<file path="src/hdl/pid_dm_pkg.sv">
// Shared widths, configuration codes and stage record types of the PID derivative unit.
package pid_dm_pkg;

  // Field widths and fixed-point scaling.
  localparam int SAMPLE_W  = 16;
  localparam int FRAC_BITS = 8;
  localparam int GAIN_W    = 16;
  localparam int INTEG_W   = 31;
  localparam int OFFSET_W  = 15;
  localparam int DRIVE_W   = 16;

  // Derived arithmetic widths.
  localparam int DIFF_W    = SAMPLE_W + 1;
  localparam int ACC_W     = ((INTEG_W > DIFF_W) ? INTEG_W : DIFF_W) + 1;
  localparam int PROD_PD_W = GAIN_W + DIFF_W;
  localparam int PROD_I_W  = GAIN_W + INTEG_W;
  localparam int SUM_W     = ((PROD_I_W > PROD_PD_W) ? PROD_I_W : PROD_PD_W) + 3;

  // Bus widths.
  localparam int IN_DATA_W  = ((2 * SAMPLE_W + 7) / 8) * 8;
  localparam int OUT_DATA_W = ((DRIVE_W + 7) / 8) * 8;
  localparam int CFG_IDX_W  = 3;
  localparam int CFG_DATA_W = INTEG_W;

  // Configuration register indexes.
  typedef enum logic [CFG_IDX_W-1:0] {
    CFG_GAIN_P,
    CFG_GAIN_I,
    CFG_GAIN_D,
    CFG_INTEG_UPPER,
    CFG_INTEG_LOWER,
    CFG_DRIVE_OFFSET,
    CFG_DRIVE_UPPER,
    CFG_DRIVE_LOWER
  } cfg_idx_t;

  typedef logic signed [SAMPLE_W-1:0]  sample_t;
  typedef logic signed [DIFF_W-1:0]    diff_t;
  typedef logic signed [GAIN_W-1:0]    gain_t;
  typedef logic signed [INTEG_W-1:0]   integ_t;
  typedef logic signed [DRIVE_W-1:0]   drive_t;
  typedef logic        [OFFSET_W-1:0]  offset_t;
  typedef logic signed [ACC_W-1:0]     acc_t;
  typedef logic signed [PROD_PD_W-1:0] prod_pd_t;
  typedef logic signed [PROD_I_W-1:0]  prod_i_t;
  typedef logic signed [SUM_W-1:0]     sum_t;

  // Current configuration register contents.
  typedef struct packed {
    gain_t   gain_p;
    gain_t   gain_i;
    gain_t   gain_d;
    integ_t  integ_upper;
    integ_t  integ_lower;
    offset_t drive_offset;
    drive_t  drive_upper;
    drive_t  drive_lower;
  } cfg_t;

  // Operands handed from the integrator stage to the multiplier stage.
  typedef struct packed {
    logic   clear;
    diff_t  err;
    integ_t integ;
    diff_t  dmeas;
  } operand_t;

  // Products handed from the multiplier stage to the output stage.
  typedef struct packed {
    logic     clear;
    prod_pd_t prod_p;
    prod_i_t  prod_i;
    prod_pd_t prod_d;
  } product_t;

endpackage

</file>
<file path="src/hdl/pid_derivative_on_measurement_unit.sv">
// Top level of the fixed-point positional PID unit with derivative on measurement.
//
//   Channel  Direction  Handshake           Contents
//   in_      slave      in_tvalid/tready    tdata: setpoint, measured; tuser: op (clear)
//   out_     master     out_tvalid/tready   tdata: drive; tuser: drive_saturated
//   cfg_     slave      cfg_valid/ready     cfg_index, cfg_data (register write)
//
// One item is taken per cycle while the output does not stall. The pace is set by the
// integrator stage, whose accumulate and clamp feed its state register. Reset is synchronous
// and clears the pipeline, the integral and the last sample; the registers take their reset
// values. A stalled output holds every stage; a stage with a free slot keeps taking items.
module pid_derivative_on_measurement_unit (
  input  logic                              clk,
  input  logic                              rst_n,
  // Input stream.
  input  logic                              in_tvalid,
  output logic                              in_tready,
  input  logic [pid_dm_pkg::IN_DATA_W-1:0]  in_tdata,  // setpoint, measured
  input  logic                              in_tuser,  // op
  // Result stream.
  output logic                              out_tvalid,
  input  logic                              out_tready,
  output logic [pid_dm_pkg::OUT_DATA_W-1:0] out_tdata, // drive
  output logic                              out_tuser, // drive_saturated
  // Configuration writes.
  input  logic                              cfg_valid,
  output logic                              cfg_ready,
  input  logic [pid_dm_pkg::CFG_IDX_W-1:0]  cfg_index,
  input  logic [pid_dm_pkg::CFG_DATA_W-1:0] cfg_data
);
  import pid_dm_pkg::*;

  cfg_t     cfg_r, cfg_nxt;
  logic     v1_r, v1_nxt;
  logic     v2_r, v2_nxt;
  logic     v3_r, v3_nxt;
  logic     v4_r, v4_nxt;
  logic     rdy1, rdy2, rdy3, rdy4;
  logic     op_r;
  sample_t  sp_r;
  sample_t  ms_r;
  operand_t opnd;
  product_t prod;
  drive_t   drive;
  logic     sat;

  // Configuration registers; writes are always taken.
  assign cfg_ready = 1'b1;

  always_comb begin
    cfg_nxt = cfg_r;
    if (cfg_valid) begin
      case (cfg_idx_t'(cfg_index))
        CFG_GAIN_P:       cfg_nxt.gain_p       = cfg_data[GAIN_W-1:0];
        CFG_GAIN_I:       cfg_nxt.gain_i       = cfg_data[GAIN_W-1:0];
        CFG_GAIN_D:       cfg_nxt.gain_d       = cfg_data[GAIN_W-1:0];
        CFG_INTEG_UPPER:  cfg_nxt.integ_upper  = cfg_data[INTEG_W-1:0];
        CFG_INTEG_LOWER:  cfg_nxt.integ_lower  = cfg_data[INTEG_W-1:0];
        CFG_DRIVE_OFFSET: cfg_nxt.drive_offset = cfg_data[OFFSET_W-1:0];
        CFG_DRIVE_UPPER:  cfg_nxt.drive_upper  = cfg_data[DRIVE_W-1:0];
        CFG_DRIVE_LOWER:  cfg_nxt.drive_lower  = cfg_data[DRIVE_W-1:0];
        default:          cfg_nxt = cfg_r;
      endcase
    end
  end

  always_ff @(posedge clk) begin
    if (!rst_n) begin
      cfg_r.gain_p       <= '0;
      cfg_r.gain_i       <= '0;
      cfg_r.gain_d       <= '0;
      cfg_r.integ_upper  <= '0;
      cfg_r.integ_lower  <= '0;
      cfg_r.drive_offset <= '0;
      cfg_r.drive_upper  <= {1'b0, {(DRIVE_W-1){1'b1}}};
      cfg_r.drive_lower  <= {1'b1, {(DRIVE_W-1){1'b0}}};
    end else begin
      cfg_r <= cfg_nxt;
    end
  end

  // Stage occupancy: each stage moves on when the one after it has room.
  assign rdy4 = !v4_r || out_tready;
  assign rdy3 = !v3_r || rdy4;
  assign rdy2 = !v2_r || rdy3;
  assign rdy1 = !v1_r || rdy2;

  assign v1_nxt = rdy1 ? in_tvalid : v1_r;
  assign v2_nxt = rdy2 ? v1_r : v2_r;
  assign v3_nxt = rdy3 ? v2_r : v3_r;
  assign v4_nxt = rdy4 ? v3_r : v4_r;

  always_ff @(posedge clk) begin
    if (!rst_n) begin
      v1_r <= 1'b0;
      v2_r <= 1'b0;
      v3_r <= 1'b0;
      v4_r <= 1'b0;
    end else begin
      v1_r <= v1_nxt;
      v2_r <= v2_nxt;
      v3_r <= v3_nxt;
      v4_r <= v4_nxt;
    end
  end

  // Input register.
  always_ff @(posedge clk) begin
    if (in_tvalid && rdy1) begin
      op_r <= in_tuser;
      sp_r <= in_tdata[SAMPLE_W-1:0];
      ms_r <= in_tdata[2*SAMPLE_W-1:SAMPLE_W];
    end
  end

  // Integrator stage; the state moves only when an item leaves the input register.
  pid_dm_front u_front (
    .clk      (clk),
    .rst_n    (rst_n),
    .load     (v1_r && rdy2),
    .op       (op_r),
    .setpoint (sp_r),
    .measured (ms_r),
    .cfg      (cfg_r),
    .opnd_r   (opnd)
  );

  // Multiplier stage.
  pid_dm_mult u_mult (
    .clk    (clk),
    .load   (v2_r && rdy3),
    .opnd   (opnd),
    .cfg    (cfg_r),
    .prod_r (prod)
  );

  // Output stage.
  pid_dm_out u_out (
    .clk     (clk),
    .load    (v3_r && rdy4),
    .prod    (prod),
    .cfg     (cfg_r),
    .drive_r (drive),
    .sat_r   (sat)
  );

  assign in_tready  = rdy1;
  assign out_tvalid = v4_r;
  assign out_tdata  = OUT_DATA_W'($unsigned(drive));
  assign out_tuser  = sat;

endmodule

</file>
<file path="src/hdl/pid_dm_front.sv">
// Error, clamped integral and measurement difference stage with the controller state.
module pid_dm_front (
  input  logic                clk,
  input  logic                rst_n,
  input  logic                load,
  input  logic                op,
  input  pid_dm_pkg::sample_t setpoint,
  input  pid_dm_pkg::sample_t measured,
  input  pid_dm_pkg::cfg_t    cfg,
  output pid_dm_pkg::operand_t opnd_r
);
  import pid_dm_pkg::*;

  integ_t   integ_r, integ_nxt;
  sample_t  last_meas_r, last_meas_nxt;
  diff_t    err;
  diff_t    dmeas;
  acc_t     acc;
  acc_t     acc_clamped;
  operand_t opnd_nxt;

  // Error and derivative on measurement.
  assign err   = diff_t'(setpoint) - diff_t'(measured);
  assign dmeas = diff_t'(measured) - diff_t'(last_meas_r);
  assign acc   = acc_t'(integ_r) + acc_t'(err);

  // Accumulate and clamp; the lower bound is applied last so it wins when bounds cross.
  always_comb begin
    acc_clamped = acc;
    if (acc_clamped > acc_t'(cfg.integ_upper)) begin
      acc_clamped = acc_t'(cfg.integ_upper);
    end
    if (acc_clamped < acc_t'(cfg.integ_lower)) begin
      acc_clamped = acc_t'(cfg.integ_lower);
    end

    if (op) begin
      integ_nxt     = '0;
      last_meas_nxt = '0;
    end else begin
      integ_nxt     = (cfg.gain_i != '0) ? INTEG_W'(acc_clamped) : '0;
      last_meas_nxt = measured;
    end

    opnd_nxt.clear = op;
    opnd_nxt.err   = err;
    opnd_nxt.integ = integ_nxt;
    opnd_nxt.dmeas = dmeas;
  end

  // Controller state advances once per item.
  always_ff @(posedge clk) begin
    if (!rst_n) begin
      integ_r     <= '0;
      last_meas_r <= '0;
    end else if (load) begin
      integ_r     <= integ_nxt;
      last_meas_r <= last_meas_nxt;
    end
  end

  // Operand register.
  always_ff @(posedge clk) begin
    if (load) begin
      opnd_r <= opnd_nxt;
    end
  end

endmodule

</file>
<file path="src/hdl/pid_dm_mult.sv">
// Multiplier stage forming the three gain products.
module pid_dm_mult (
  input  logic                 clk,
  input  logic                 load,
  input  pid_dm_pkg::operand_t opnd,
  input  pid_dm_pkg::cfg_t     cfg,
  output pid_dm_pkg::product_t prod_r
);
  import pid_dm_pkg::*;

  product_t prod_nxt;

  // Three independent signed products.
  always_comb begin
    prod_nxt.clear  = opnd.clear;
    prod_nxt.prod_p = prod_pd_t'(cfg.gain_p) * prod_pd_t'(opnd.err);
    prod_nxt.prod_i = prod_i_t'(cfg.gain_i) * prod_i_t'(opnd.integ);
    prod_nxt.prod_d = prod_pd_t'(cfg.gain_d) * prod_pd_t'(opnd.dmeas);
  end

  // Product register.
  always_ff @(posedge clk) begin
    if (load) begin
      prod_r <= prod_nxt;
    end
  end

endmodule

</file>
<file path="src/hdl/pid_dm_out.sv">
// Output stage: scaled sum, dead-zone offset and drive saturation.
module pid_dm_out (
  input  logic                 clk,
  input  logic                 load,
  input  pid_dm_pkg::product_t prod,
  input  pid_dm_pkg::cfg_t     cfg,
  output pid_dm_pkg::drive_t   drive_r,
  output logic                 sat_r
);
  import pid_dm_pkg::*;

  sum_t   sum;
  sum_t   sum_off;
  sum_t   sum_sat;
  logic   sat;
  drive_t drive_nxt;
  logic   sat_nxt;

  // Each product is scaled with a flooring shift before the wide sum.
  assign sum = (sum_t'(prod.prod_p) >>> FRAC_BITS)
             + (sum_t'(prod.prod_i) >>> FRAC_BITS)
             - (sum_t'(prod.prod_d) >>> FRAC_BITS);

  // Offset away from zero, then upper and lower limits, the lower one last.
  always_comb begin
    if (sum > sum_t'(0)) begin
      sum_off = sum + sum_t'(cfg.drive_offset);
    end else if (sum < sum_t'(0)) begin
      sum_off = sum - sum_t'(cfg.drive_offset);
    end else begin
      sum_off = sum;
    end

    sum_sat = sum_off;
    sat     = 1'b0;
    if (sum_sat > sum_t'(cfg.drive_upper)) begin
      sum_sat = sum_t'(cfg.drive_upper);
      sat     = 1'b1;
    end
    if (sum_sat < sum_t'(cfg.drive_lower)) begin
      sum_sat = sum_t'(cfg.drive_lower);
      sat     = 1'b1;
    end

    if (prod.clear) begin
      drive_nxt = '0;
      sat_nxt   = 1'b0;
    end else begin
      drive_nxt = DRIVE_W'(sum_sat);
      sat_nxt   = sat;
    end
  end

  // Result register.
  always_ff @(posedge clk) begin
    if (load) begin
      drive_r <= drive_nxt;
      sat_r   <= sat_nxt;
    end
  end

endmodule

</file>
<file path="config.mk">
export PLATFORM = sky130hd
export DESIGN_NAME = pid_derivative_on_measurement_unit
export DESIGN_NICKNAME = d
export VERILOG_FILES = /design/src/hdl/pid_dm_pkg.sv /design/src/hdl/pid_derivative_on_measurement_unit.sv /design/src/hdl/pid_dm_front.sv /design/src/hdl/pid_dm_mult.sv /design/src/hdl/pid_dm_out.sv
export SDC_FILE = /design/constraint.sdc
export NUM_CORES = 2
export LEC_CHECK = 0
export BUFFER_PORTS_ARGS = -buffer_cell sky130_fd_sc_hd__buf_2
export CAP_MARGIN = 15
export CORE_MARGIN = 4
export CORE_UTILIZATION = 50
export CTS_BUF_LIST = sky130_fd_sc_hd__clkbuf_8
export DETAILED_ROUTE_END_ITERATION = 8
export PLACE_DENSITY = 0.69
export SLEW_MARGIN = 15
export SYNTH_ARGS = -nofsm -noshare
export SYNTH_HDL_FRONTEND = slang
export SYNTH_SLANG_ARGS = --single-unit
</file>
<file path="constraint.sdc">
create_clock -name clk -period 11.4 [get_ports clk]
set_clock_uncertainty 0.1 [all_clocks]
set_input_delay 1.14 -clock clk [delete_from_list [all_inputs] [get_ports clk]]
set_output_delay 1.14 -clock clk [all_outputs]
set_load 0.005 [all_outputs]
</file>
* Word-level counts from Yosys, hierarchy flattened
Index checks and enable logic that the tools add are counted.
** Storage, ports and cells
- Register bits :: 438
- Bits in latches :: 0
- Bits in writable memories :: 0
- ROM bits :: 0
- Input bits :: 72
- Logic and storage cells :: 83
- Memories kept :: 0
** Operators by class
- Add/subtract/negate cells :: 7
- $mul :: 3
- Divide/modulo/power cells :: 0
- Order comparisons :: 6
- Equal/unequal tests :: 7
- Shift operators :: 0
- Multiplexer cells :: 11
- Bitwise logic cells :: 0
- Reductions and logical operators :: 22
** Operator list (number)
- 50-bit two-way mux :: 3
- 31-bit two-way mux :: 3
- 16-bit by 17-bit multiplier with 33-bit output :: 2
- 50-bit by 16-bit adder with 50-bit output :: 1
- 50-bit by 1-bit greater-than comparator with 1-bit output, second input constant :: 1
- 50-bit by 16-bit greater-than comparator with 1-bit output :: 1
- 50-bit by 1-bit less-than comparator with 1-bit output, second input constant :: 1
- 50-bit by 16-bit less-than comparator with 1-bit output :: 1
- 50-bit by 16-bit subtractor with 50-bit output :: 1
- 16-bit by 31-bit multiplier with 47-bit output :: 1
- 40-bit by 25-bit subtractor with 41-bit output :: 1
- 25-bit by 39-bit adder with 40-bit output :: 1
- 16-bit by 16-bit subtractor with 17-bit output :: 2
- 31-bit by 17-bit adder with 32-bit output :: 1
- 32-bit by 31-bit greater-than comparator with 1-bit output :: 1
- 32-bit by 31-bit less-than comparator with 1-bit output :: 1
- 16-bit two-way mux :: 2
- 32-bit two-way mux :: 1
- 2-bit AND reduction :: 8
- 16-bit nonzero test :: 1
- 3-bit equality test, second input constant :: 4
- 3-bit by 2-bit equality test with 1-bit output, second input constant :: 2
- 1-bit logical AND :: 4
- 1-bit logical NOT :: 4
- other kinds (4) :: 8

* Longest topological paths before layout
- Depth in word-level cells :: 9
- Mapped depth :: 56
- Mapped depth without buffers :: 51

* Hierarchy
Synthesis repeated with hierarchy kept, for this count alone.
** Unflattened totals
- Cell total of the unflattened synthesis :: 7627
- Area, all modules :: 68509.5 um2
** By module, submodules not included
- pid_dm_mult :: instances 1, cells an instance 4379, area each 41322.1 um2
- pid_dm_out :: instances 1, cells an instance 1596, area each 11259.5 um2
- pid_dm_front :: instances 1, cells an instance 1030, area each 8896.0 um2
- pid_derivative_on_measurement_unit :: instances 1, cells an instance 622, area each 7031.7 um2

* Worst setup path before layout
No wires, ideal clock.
- Kind :: flip-flop to flip-flop
- Start :: reg sp_r[0]
- End :: reg u_front.opnd_r[20] (netlist name) (data pin)
- Setup time :: 0.266 ns
- Arrival :: 11.160 ns
- Slack :: -0.126 ns
- Stages on the path, launching flop included :: 51
- Path buffers :: 5
- Period minus slack after synthesis :: 11.526 ns
- Path through :: edfxtp_1 > inv_1 > ha_1 > inv_1 > fa_1 > a21o_1 > a21oi_1 > o21ai_0 > a21oi_1 > o21ai_0 > a21oi_1 > o21ai_0 > a21oi_1 > o21ai_0 > a211oi_1 > o21ai_0 > o21ai_0 > ha_1 > [15 not listed] > inv_1 > clkbuf_1 > clkbuf_1 > o21ai_0 > ha_1 > a21o_1 > a21o_1 > a21o_1 > a21o_1 > a21oi_1 > nor2b_1 > o21ai_0 > a31oi_1 > a31oi_1 > clkbuf_1 > buf_1 > mux2i_1 > nor2_1
** On the way
- Longest elaborated chain between the ends :: 8
** Ends and longest elaborated chain
- start: declaration :: line pid_derivative_on_measurement_unit.sv:40 : sample_t sp_r;
- start signal: assignment :: line pid_derivative_on_measurement_unit.sv:111 : sp_r <= in_tdata[SAMPLE_W-1:0];
- 16-bit by 16-bit subtractor with 17-bit output * :: line pid_dm_front.sv:23 : assign err = diff_t'(setpoint) - diff_t'(measured);
- named net u_front.err[16] :: line pid_dm_front.sv:16 : diff_t err;
- 31-bit by 17-bit adder with 32-bit output * :: line pid_dm_front.sv:25 : assign acc = acc_t'(integ_r) + acc_t'(err);
- 32-bit by 31-bit greater-than comparator with 1-bit output :: line pid_dm_front.sv:30 : if (acc_clamped > acc_t'(cfg.integ_upper)) begin
- 32-bit two-way mux * :: line pid_dm_front.sv:30
- 32-bit by 31-bit less-than comparator with 1-bit output :: line pid_dm_front.sv:33 : if (acc_clamped < acc_t'(cfg.integ_lower)) begin
- 31-bit two-way mux * :: line pid_dm_front.sv:33
- 31-bit two-way mux * :: line pid_dm_front.sv:41 : integ_nxt = (cfg.gain_i != '0) ? INTEG_W'(acc_clamped) : '0;
- 31-bit two-way mux * :: line pid_dm_front.sv:37 : if (op) begin
- named net u_front.integ_nxt[3] :: line pid_dm_front.sv:14 : integ_t integ_r, integ_nxt;
- end signal: assignment :: line pid_dm_front.sv:65 : opnd_r <= opnd_nxt;
- end: declaration :: line pid_dm_front.sv:10 : output pid_dm_pkg::operand_t opnd_r
Mark *: on every way through the listed nets, which the timed path passes. The rest lies on a longest branch.
A chain may end at the register's enable or synchronous reset.

* Worst setup path after layout
- Start :: reg u_mult.prod_r[9] (netlist name)
- End :: reg u_out.drive_r[7] (data pin)
** On the way
- Longest elaborated chain between the ends :: 8
** Ends and longest elaborated chain
- start: declaration :: line pid_dm_mult.sv:7 : output pid_dm_pkg::product_t prod_r
- start signal: assignment :: line pid_dm_mult.sv:24 : prod_r <= prod_nxt;
- 40-bit by 25-bit subtractor with 41-bit output * :: line pid_dm_out.sv:22 : - (sum_t'(prod.prod_d) >>> FRAC_BITS);
- 50-bit by 16-bit subtractor with 50-bit output or 50-bit by 1-bit less-than comparator with 1-bit output (tied branches) :: line pid_dm_out.sv:29, pid_dm_out.sv:28
- 50-bit two-way mux :: line pid_dm_out.sv:28 : end else if (sum < sum_t'(0)) begin
- 50-bit two-way mux * :: line pid_dm_out.sv:26 : if (sum > sum_t'(0)) begin
- 50-bit by 16-bit greater-than comparator with 1-bit output :: line pid_dm_out.sv:36 : if (sum_sat > sum_t'(cfg.drive_upper)) begin
- 50-bit two-way mux * :: line pid_dm_out.sv:36
- 50-bit by 16-bit less-than comparator with 1-bit output :: line pid_dm_out.sv:40 : if (sum_sat < sum_t'(cfg.drive_lower)) begin
- 16-bit two-way mux * :: line pid_dm_out.sv:40
- end signal: assignment :: line pid_dm_out.sv:57 : drive_r <= drive_nxt;
- end: declaration :: line pid_dm_out.sv:7 : output pid_dm_pkg::drive_t drive_r,
Mark *: on every way between the ends. The rest lies on a longest branch, timed or not.

==> run_results.csv <==
group,metric,value,unit
place,dp.cells,8875,
power,seqPwrFrac,0.256,
global_routing,gr-total-overflow,0,
timing,timing.hold.ws,0.3172,ns
critical_path,r2r_setup_slack,0.57,ns
yosys,ys_warn_count,0,
timing,tightest_slew,1.106,ns
global_routing,grt_max_degree,99,
place,pre_cts_slack,0.2419,ns
global_routing,grt_pass1_vias,52160,
floorplan,io_pins,92,
clocking,cts_tree,"built",
yosys,synth_flop_cell,"dfxtp_1",
critical_path,cp-startpoint,"u_mult.prod_r[9]",
yosys,synth-seq-cells,414,
detailed_routing,ant_nets,0,
run,cap_violations,0,
floorplan,die_area,135900,um^2
layout,num-fill-cells,11710,
floorplan,initial_core_util,0.5030,
detailed_routing,drt-total-wl,174.9,mm
power,p_int,4.025,mW
yosys,synth.net_count,8983,
yosys,netlist_area,65050,um^2
place,dpl-instance-area,67140,um^2
detailed_routing,drcViolationCount,0,
place,port_buffers,90,
layout,layout_common_cells,"1430 x inv_1, 1107 x nand2_1, 1065 x fa_1",
yosys,synth_cell_types,92,
yosys,synthArstFlopShare,0,
timing,fin_crit_sh,0.9500,
critical_path,endpoint_kind,"register",
clocking,cts_made_buffers,80,
critical_path,slowest_stage,"fa_1",
clocking,h-tree-depth,3,
yosys,avgSynthCellArea,8.936,um^2
clocking,clk_pin_slew,0.06,ns
layout,drive_gt1_frac,0.05670,
layout,area_growth_syn_to_layout,6.319,%
power,switching_share,0.4300,
detailed_routing,avgRoutedWirePerCell,19.33,um
detailed_routing,viasPerCell,5.532,
power,power_density,102.1,nW/um^2
layout,postLayoutCellArea,69160,um^2
timing,setup_tns,0,ns
timing,fin_ws,0.5697,ns
layout,final_cells,9050,
detailed_routing,dr.pass1.iters,8,
layout,seq_area,10350,um^2
clocking,cts_root_buffer,"clkbuf_8",
place,dp_hpwl,137.6,mm
layout,multi_input_comb_area,48360,um^2
floorplan,placeableCoreArea,129300,um^2
run_status,status,"completed",
floorplan,fp.dieH,368.7,um
critical_path,worstPathRequired,11.83,ns
timing,fin_crit,10.83,ns
global_routing,antenna_found_initial,15,
power,power_leakage,29.84,nW
timing,relSlewSlack,0.2621,
clocking,insertion_delay,0.78,ns
critical_path,crit_top_cell,"a21o_1",
detailed_routing,drtIter0Drc,3701,
timing,clock.fmax,0.09233,GHz
critical_path,endpoint,"u_out.drive_r[7]",
yosys,synth_edf_count,206,
layout,final_common_cell,"inv_1",
critical_path,critPathLaunchType,"register",
layout,nets,8939,
place,place_congestion,0.9128,
clocking,clk_path_buf_depth,3,
global_routing,grt_first_pass_wirelength,282.3,mm
detailed_routing,num_vias,50060,
yosys,seq_area_frac_synth,0.1591,
critical_path,worst-path-max-fanout,18,
critical_path,rr_worst_depth,44,
critical_path,arrival,11.26,ns
worst_hold_path,min_path_type,"register to register",
critical_path,slowest_delay,0.54,ns
floorplan,die_w,368.7,um
timing,slew_viol_final,0,
floorplan,rows,132,
global_routing,grtUsageTotal,0.2617,
clocking,clkSinkCount,414,
timing,hold_viol,0,
layout,final_util,0.5348,
critical_path,timing.rr.start,"u_mult.prod_r[9]",
power,total_power,7.061,mW
power,p_comb_frac,0.518,
critical_path,r2r_end,"u_out.drive_r[7]",
yosys,syn_inst,7279,
power,p_switching,3.036,mW
power,ir_drop,0.2232,mV
power,clkPwrFrac,0.225,
critical_path,path_class,"register to register",
timing,finalSetupViolCount,0,
## cell type report
class / count / share of cell area
tap: 1742 / 0.03152
multi-input combinational: 5140 / 0.6993
clock inverter: 60 / 0.006640
sequential: 414 / 0.1497
timing repair buffer: 191 / 0.01862
antenna: 7 / 0.0002533
inverter: 1408 / 0.07647
clock buffer: 88 / 0.01751
## timing repair
| action | CTS | global route |
|---|---|---|
| gates resized for setup | 0 | 31 |
| buffers inserted | 0 | 18 |
| hold buffers | 0 | 0 |
| endpoints found under the setup margin | 0 | 79 |
## layer usage
layer  GRT usage  part of all wire  vias up
li1            -                 -    22880
met4     0.09123             0.038        2
met1      0.3531              0.42    25120
met5           0          0.000074        -
met3     0.04262             0.072      360
met2      0.4297              0.47     1702
## critical path, delay by kind of cell (launching register included)
kind                     cells  cell delay [ns]
buffers and inverters        3             0.49
flip-flops                   1             0.40
adder cells (fa/ha/maj)      5             1.84
AO/OA/AOI/OAI               27             5.74
XOR/XNOR                     2             0.38
AND/OR/NAND/NOR              7             1.63
## cell families after synthesis
kind of cell | Yosys count | synth area share
and+or+nand+nor | 2209 | 0.1588
buffers and inverters | 1725 | 0.1004
adders and majority gates | 1632 | 0.4368
AOI/OAI and AO/OA | 1061 | 0.1115
DFF | 414 | 0.1591
xor gates and xnor gates | 185 | 0.02491
muxes | 52 | 0.008444
other | 1 | 0.00005765
## power by group through the flow
stage / Clock [mW] / Sequential, mW / Combinational [mW]
global placement: 0 / 1.83 / 3.41
CTS: 1.63 / 1.81 / 3.51
floorplan: 0 / 1.74 / 2.56
finish: 1.59 / 1.81 / 3.66
detailed placement: 0 / 1.84 / 3.49
global route: 1.70 / 1.82 / 4.06
## state kept, by name, summed over array words and instances, names as in the netlist
name	count
cfg_r	157
u_mult.prod_r	90
u_front.opnd_r	66
u_front.integ_r	31
ms_r	16
sp_r	16
u_front.last_meas_r	16
u_out.drive_r	16
op_r	1
out_tvalid	1
u_out.sat_r	1
v1_r	1
v2_r	1
v3_r	1
## worst min path at each step
stage / from / end / slack, ns / cells past startpoint
final: u_front.opnd_r[65] / u_mult.prod_r[113] / 0.32 / 0
after global routing: u_front.opnd_r[65] / u_mult.prod_r[113] / 0.34 / 0
after CTS: u_front.opnd_r[65] / u_mult.prod_r[113] / 0.31 / 0
after detailed placement: u_front.opnd_r[65] / u_mult.prod_r[113] / 0.32 / 0
after floorplan: u_front.opnd_r[65] / u_mult.prod_r[113] / 0.30 / 0
after global placement: u_front.opnd_r[65] / u_mult.prod_r[113] / 0.31 / 0
## cell usage after synthesis, types with 59 or more instances
cell / instances / area, um^2
o21ai_0: 155 / 775.7
nand2_1: 1108 / 4159
a21oi_1: 230 / 1151
nand4_1: 59 / 369.1
edfxtp_1: 206 / 6186
and2_1: 389 / 2434
xnor2_1: 133 / 1165
a21o_1: 150 / 1126
fa_1: 1065 / 21320
dfxtp_1: 208 / 4164
inv_1: 1408 / 5285
nor3_1: 71 / 355.3
nand2b_1: 85 / 531.8
a21boi_0: 161 / 1209
clkbuf_1: 278 / 1044
ha_1: 567 / 7094
nor2_1: 261 / 979.7
Note: power is estimated with default switching activity, not from simulation.
